<file path="config.mk">
export PLATFORM = sky130hd
export DESIGN_NAME = fraction_reducer
export DESIGN_NICKNAME = d
export VERILOG_FILES = /design/src/hw/rtl/frac_pkg.sv /design/src/hw/rtl/fraction_reducer.sv
export SDC_FILE = /design/constraint.sdc
export NUM_CORES = 1
export LEC_CHECK = 0
export BUFFER_PORTS_ARGS = -buffer_cell sky130_fd_sc_hd__buf_2
export CAP_MARGIN = 20
export CELL_PAD_IN_SITES_DETAIL_PLACEMENT = 0
export CELL_PAD_IN_SITES_GLOBAL_PLACEMENT = 1
export CORE_MARGIN = 4
export CORE_UTILIZATION = 48
export DETAILED_ROUTE_END_ITERATION = 6
export PLACE_DENSITY_LB_ADDON = 0.1
export SYNTH_ARGS = -nofsm -noshare
export SYNTH_HDL_FRONTEND = slang
export SYNTH_SLANG_ARGS = --single-unit
</file>
<file path="constraint.sdc">
create_clock -name aclk -period 11.9 [get_ports aclk]
set_clock_uncertainty 0.05 [all_clocks]
set_input_delay 1.785 -clock aclk [delete_from_list [all_inputs] [get_ports aclk]]
set_output_delay 1.785 -clock aclk [all_outputs]
set_load 0.01 [all_outputs]
</file>
<file path="src/hw/rtl/frac_pkg.sv">
// ----------------------------------------------------------------------------
// frac_pkg
// Shared width constants and item types for the fraction reducer.
// ----------------------------------------------------------------------------
`default_nettype none

package frac_pkg;

    localparam int unsigned WIDTH = 32;
    localparam int unsigned CNT_W = $clog2(WIDTH);

    typedef struct packed {
        logic signed [WIDTH-1:0] numerator;
        logic signed [WIDTH-1:0] denominator;
    } frac_in_t;

    typedef struct packed {
        logic signed [WIDTH-1:0] reduced_numerator;
        logic signed [WIDTH-1:0] reduced_denominator;
        logic                    whole_number;
    } frac_out_t;

endpackage

`default_nettype wire

</file>
<file path="src/hw/rtl/fraction_reducer.sv">
// ----------------------------------------------------------------------------
// fraction_reducer
// Reduces a signed fraction to lowest terms with a binary gcd and a shared
// shift-register restoring divider.
// ----------------------------------------------------------------------------
//   channel  ports                      item
//   input    s_valid s_ready s_data     frac_in_t  (numerator, denominator)
//   result   m_valid m_ready m_data     frac_out_t (reduced parts, whole flag)
//
// one item at a time: each item runs the common-factor shift, the gcd
// subtract loop and two divisions on the shared divider in turn; a zero
// numerator or denominator goes straight to the result state
// synchronous active-low reset clears the state machine and the result valid
// the result sits in an output register, so a stalled m_ready only holds
// the next item once its result is ready to load
// ----------------------------------------------------------------------------
`default_nettype none

module fraction_reducer (
    input  wire logic               aclk,
    input  wire logic               aresetn,
    input  wire logic               s_valid,
    output logic                    s_ready,
    input  wire frac_pkg::frac_in_t s_data,
    output logic                    m_valid,
    input  wire logic               m_ready,
    output frac_pkg::frac_out_t     m_data
);
    import frac_pkg::*;

    typedef enum logic [5:0] {
        ST_IDLE = 6'b000001,
        ST_EVEN = 6'b000010,
        ST_GCD  = 6'b000100,
        ST_DIVN = 6'b001000,
        ST_DIVD = 6'b010000,
        ST_FIN  = 6'b100000
    } state_t;

    state_t            state_reg, state_next;
    logic [WIDTH-1:0]  num_reg, num_next;
    logic [WIDTH-1:0]  den_reg, den_next;
    logic [WIDTH-1:0]  a_reg, a_next;
    logic [WIDTH-1:0]  b_reg, b_next;
    logic [WIDTH-1:0]  dvd_reg, dvd_next;
    logic [WIDTH-1:0]  rem_reg, rem_next;
    logic [CNT_W-1:0]  cnt_reg, cnt_next;
    logic              neg_n_reg, neg_n_next;
    logic              neg_d_reg, neg_d_next;
    logic              m_valid_reg, m_valid_next;
    frac_out_t         m_data_reg, m_data_next;

    logic [WIDTH-1:0]  mag_n, mag_d;
    logic [WIDTH:0]    diff_ab;
    logic [WIDTH-1:0]  diff_ba;
    logic [WIDTH-1:0]  trial;
    logic [WIDTH:0]    trial_sub;
    logic              q_bit;
    logic [WIDTH-1:0]  rem_step, dvd_step;
    logic              cnt_last;
    logic              out_free;

    assign s_ready = (state_reg == ST_IDLE);
    assign m_valid = m_valid_reg;
    assign m_data  = m_data_reg;

    assign mag_n = s_data.numerator[WIDTH-1] ? (~s_data.numerator + 1'b1)
                                             : s_data.numerator;
    assign mag_d = s_data.denominator[WIDTH-1] ? (~s_data.denominator + 1'b1)
                                               : s_data.denominator;

    assign diff_ab = {1'b0, a_reg} - {1'b0, b_reg};
    assign diff_ba = b_reg - a_reg;

    // one quotient bit per cycle, divisor is the odd gcd in a_reg
    assign trial     = {rem_reg[WIDTH-2:0], dvd_reg[WIDTH-1]};
    assign trial_sub = {1'b0, trial} - {1'b0, a_reg};
    assign q_bit     = !trial_sub[WIDTH];
    assign rem_step  = q_bit ? trial_sub[WIDTH-1:0] : trial;
    assign dvd_step  = {dvd_reg[WIDTH-2:0], q_bit};
    assign cnt_last  = (cnt_reg == CNT_W'(WIDTH - 1));

    assign out_free = !m_valid_reg || m_ready;

    always_comb begin
        state_next   = state_reg;
        num_next     = num_reg;
        den_next     = den_reg;
        a_next       = a_reg;
        b_next       = b_reg;
        dvd_next     = dvd_reg;
        rem_next     = rem_reg;
        cnt_next     = cnt_reg;
        neg_n_next   = neg_n_reg;
        neg_d_next   = neg_d_reg;
        m_valid_next = m_valid_reg && !m_ready;
        m_data_next  = m_data_reg;

        unique case (state_reg)
            ST_IDLE: begin
                if (s_valid) begin
                    neg_n_next = s_data.numerator[WIDTH-1];
                    neg_d_next = s_data.denominator[WIDTH-1];
                    priority if (mag_d == '0) begin
                        num_next   = '0;
                        den_next   = '0;
                        neg_n_next = 1'b0;
                        neg_d_next = 1'b0;
                        state_next = ST_FIN;
                    end else if (mag_n == '0) begin
                        num_next   = '0;
                        den_next   = WIDTH'(1);
                        neg_n_next = 1'b0;
                        neg_d_next = 1'b0;
                        state_next = ST_FIN;
                    end else begin
                        num_next   = mag_n;
                        den_next   = mag_d;
                        state_next = ST_EVEN;
                    end
                end
            end
            ST_EVEN: begin
                // strip the common power of two from both parts
                if (!num_reg[0] && !den_reg[0]) begin
                    num_next = num_reg >> 1;
                    den_next = den_reg >> 1;
                end else begin
                    a_next     = num_reg;
                    b_next     = den_reg;
                    state_next = ST_GCD;
                end
            end
            ST_GCD: begin
                priority if (diff_ab == '0) begin
                    dvd_next   = num_reg;
                    rem_next   = '0;
                    cnt_next   = '0;
                    state_next = ST_DIVN;
                end else if (!a_reg[0]) begin
                    a_next = a_reg >> 1;
                end else if (!b_reg[0]) begin
                    b_next = b_reg >> 1;
                end else if (!diff_ab[WIDTH]) begin
                    a_next = diff_ab[WIDTH-1:0] >> 1;
                end else begin
                    b_next = diff_ba >> 1;
                end
            end
            ST_DIVN: begin
                rem_next = rem_step;
                dvd_next = dvd_step;
                cnt_next = cnt_reg + 1'b1;
                if (cnt_last) begin
                    num_next   = dvd_step;
                    dvd_next   = den_reg;
                    rem_next   = '0;
                    cnt_next   = '0;
                    state_next = ST_DIVD;
                end
            end
            ST_DIVD: begin
                rem_next = rem_step;
                dvd_next = dvd_step;
                cnt_next = cnt_reg + 1'b1;
                if (cnt_last) begin
                    den_next   = dvd_step;
                    state_next = ST_FIN;
                end
            end
            ST_FIN: begin
                if (out_free) begin
                    m_data_next.reduced_numerator =
                        (neg_n_reg && !neg_d_reg) ? (~num_reg + 1'b1) : num_reg;
                    m_data_next.reduced_denominator =
                        (neg_d_reg && !neg_n_reg) ? (~den_reg + 1'b1) : den_reg;
                    m_data_next.whole_number = (den_reg == WIDTH'(1));
                    m_valid_next = 1'b1;
                    state_next   = ST_IDLE;
                end
            end
            default: begin
                state_next = ST_IDLE;
            end
        endcase
    end

    always_ff @(posedge aclk) begin
        if (!aresetn) begin
            state_reg   <= ST_IDLE;
            m_valid_reg <= 1'b0;
        end else begin
            state_reg   <= state_next;
            m_valid_reg <= m_valid_next;
        end
    end

    always_ff @(posedge aclk) begin
        num_reg    <= num_next;
        den_reg    <= den_next;
        a_reg      <= a_next;
        b_reg      <= b_next;
        dvd_reg    <= dvd_next;
        rem_reg    <= rem_next;
        cnt_reg    <= cnt_next;
        neg_n_reg  <= neg_n_next;
        neg_d_reg  <= neg_d_next;
        m_data_reg <= m_data_next;
    end

endmodule

`default_nettype wire

</file>
==> parameters.txt <==
Parameter                              Value

Run status
  Result of the run ... complete, but fails checks
  Violations in the final reports ... design-rule violations

Worst setup path
  Type of destination of the critical path ... register
  Required time of the worst setup path ... 12.06 ns
  Highest net fanout along the worst path ... 48
  Slowest stage cell, crit path ... edfxtp_1
  CP startpoint kind ... register
  Critical path start-end classification ... register to register
  Highest cell delay on the worst timing path ... 0.76 ns
  Data arrival time at the worst-slack endpoint ... 6.57 ns
  Ordered list of cells on the worst path ... ha_1 > fa_1 > nand2b_1 > a211oi_1 > o21ai_0 > nand4_1 > a21oi_1 > o21ai_0 > a21oi_1 > buf_4 > or4_1 > a2111oi_0 > nand4_1 > o21ai_4 > buf_4

Synth
  Xor-xnor portion of the synthesized cell area ... 9.111%
  Gate count of the mapped netlist ... 2159
  Yosys warning total ... 0
  Proportion of synthesized chip area in sequential cells ... 40.20%
  Async set-reset flop share out of synthesis ... 0%
  Mean cell area of the mapped netlist ... 9.261 um2
  Number of synthesized register bits ... 270
  Number of enable flip-flop cells after synthesis ... 263
  Post-synthesis instance area ... 20000 um2
  Post-synthesis mux area share ... 1.439%
  Post-synthesis compound-gate area fraction ... 22.08%
  Syn Nets ... 2332
  Largest family of logic cells by synthesized area ... compound AO/OA/AOI/OAI gates
  Post-synthesis adder-cell area fraction ... 6.683%
  Leading register cell type out of synthesis ... edfxtp_1
  Simple-gate portion of the synthesized area ... 15.09%
  Distinct cells, synth ... 89

Clocking
  Root buf cell ... clkbuf_16
  Level count of the clock H-tree ... 1
  Clock transition at the register clock pins on the worst setup and hold paths after CTS ... 0.06 ns
  Number of buffers inserted by hold repair at cts ... 0
  Resized cells post-CTS ... 0
  Clock network latency to the later pin of the worst-skew pair ... 0.58 ns
  Total setup buffers inserted after CTS ... 0
  CTS tree ... done
  Sinks on the clock net ... 270
  Maximum buffer depth of the clock tree ... 3
  CTS Buf Count ... 30

Timing
  Unrepaired setup endpoints after global routing ... false
  Timing-limited maximum frequency ... 156.1 MHz
  Minimum hold slack ... 0.5438 ns
  Worst slew pin tran ... 0.9637 ns
  Clock period minus final worst setup slack ... 6.406 ns
  Max-slew violation total from the final report ... 0
  TNS Setup ... 0 ns
  Final worst-path cycle share ... 53.83%
  Hold violation total from the final report ... 0
  Final number of setup-violating endpoints ... 0
  Worst slew margin relative to its limit ... 35.60%

Die
  Count of boundary I/O pins ... 135
  Site row count ... 74
  Die boundary height ... 212.1 um
  Initial Util ... 48.75%
  Die ar. ... 44990 um2
  Core Area ... 41020 um2
  DIE WIDTH ... 212.1 um

Final layout
  Net count reported at finish ... 2383
  Final instance count without filler cells ... 2764
  Max reg flops ... 65
  Leading cell type in the layout, fill and taps excluded ... edfxtp_1
  Area overhead of the layout relative to synthesis ... 10.05%
  Filler cells ... 3783
  Top library cells by usage in the layout, fill and taps aside ... edfxtp_1 (263), nor2_1 (183), o21ai_0 (166), nand2_1 (148), a21oi_1 (146)
  Number of diodes added for antenna fixing ... 0
  Post-route cell area ... 22000 um2
  Share of final-layout standard cells stronger than drive strength 1 ... 11.74%

Drt
  Total via count after detailed routing ... 17520
  Detailed-route wire length per cell ... 24.84 um
  Drc violations ... 13
  Detailed-routing iteration count for the pre-antenna-repair pass ... 7
  Detailed Route WL ... 68.65 mm
  Mean number of vias per cell ... 6.339
  Initial DRC count ... 2039
  Detail Route Antenna Nets ... 0

Placed design
  Hpwl dp ... 50.50 mm
  Placed Cells incl. Taps ... 2709
  Area post-placement ... 21000 um2
  Placer's final routability congestion estimate ... 0.9266
  Number of buffers inserted by port buffering ... 134

Power
  IR drop worst, VDD ... 115.8 uV
  P per Cell Area ... 169.4 nW/um2
  Leakage component of the power ... 8.550 nW

Global route
  Maximum number of pins on one net before global-route repair ... 66
  First-pass GRT wire length ... 102.5 mm
  Total global routing track utilization ... 29.53%
  Vias in the first global route ... 16990
  Antenna violations before repair ... 0
  Grt total ovfl ... 0

Hold path
  Hold/Removal Path Class ... register to register

Flow run
  Maxcap violations ... 0
## path summary, 6_finish.rpt
| check | slack [ns] | to | start | cells past startpoint |
|---|---|---|---|---|
| min reg2reg | 0.54 | m_valid | m_valid | 2 |
| min | 0.54 | m_valid | m_valid | 2 |
| max reg2reg | 5.49 | rem_reg[13] | b_reg[0] | 15 |
| max | 5.49 | rem_reg[13] | b_reg[0] | 15 |
## kinds of logic after synthesis
kind of cell | count (synthesis)
XOR/XNOR | 208
adder cells (fa/ha/maj) | 105
AND/OR/NAND/NOR | 603
buffers and inverters | 273
flip-flops | 270
AO/OA/AOI/OAI | 672
multiplexers | 28
## report_power, final
group / switching (W) / internal (W)
clock network: 0.000400 / 0.000560
logic: 0.000742 / 0.000405
registers: 0.000322 / 0.00130
## routing by layer
| metal | share of wire [%] | vias up | GRT usage [%] |
|---|---|---|---|
| met1 | 41 | 8465 | 40.38 |
| li1 | - | 8084 | - |
| met3 | 8.5 | 140 | 3.822 |
| met4 | 3.8 | 0 | 9.971 |
| met2 | 47 | 832 | 48.77 |
| met5 | 0 | - | 0 |
## synth_stat cells, types with 19 or more instances
library cell,count,area share (%)
ha_1,102,6.4
nand3_1,35,0.88
edfxtp_1,263,39
nor3_1,35,0.88
nor2_1,189,3.5
xnor2_1,102,4.5
clkbuf_1,119,2.2
or3_1,19,0.59
nand2_1,148,2.8
a22oi_1,62,2.3
o21ai_0,167,4.2
mux2i_1,22,1.1
a31oi_1,35,1.1
o31ai_1,29,1.1
nor2b_1,25,0.78
nand4_1,24,0.75
xor2_1,106,4.6
a21o_1,44,1.7
nand2b_1,21,0.66
o21bai_1,20,0.75
a21oi_1,147,3.7
a222oi_1,31,1.6
inv_1,133,2.5
## layout make-up
type / count / area (um2) / share of cell area, %
timing repair buffer: 157 / 843.3 / 3.832
multi-input combinational: 1616 / 10950 / 49.76
clock buffer: 34 / 787.0 / 3.576
sequential: 270 / 8038 / 36.53
clock inverter: 20 / 215.2 / 0.9780
inverter: 135 / 506.7 / 2.303
tap: 532 / 665.6 / 3.025
## stage by stage
stage | utilization, % | setup WS, ns | power, W
2_1_floorplan | - | 2.859 | 0.002239
3_3_place_gp | 51.19 | 5.657 | 0.002734
3_5_place_dp | 51.19 | 5.471 | 0.002737
4_1_cts | 53.63 | 5.475 | 0.003702
5_1_grt | 53.65 | 5.058 | 0.003875
6_report | 53.65 | 5.494 | 0.003729
## worst max-delay path, delay by kind of cell, from the launching register on
family	cells	cell delay, ns
AOI/OAI and AO/OA	7	2.13
adders and majority gates	2	0.78
buffers and inverters	2	0.94
DFF	1	0.76
and+or+nand+nor	4	1.28
Power figures use the tool's default switching activity.
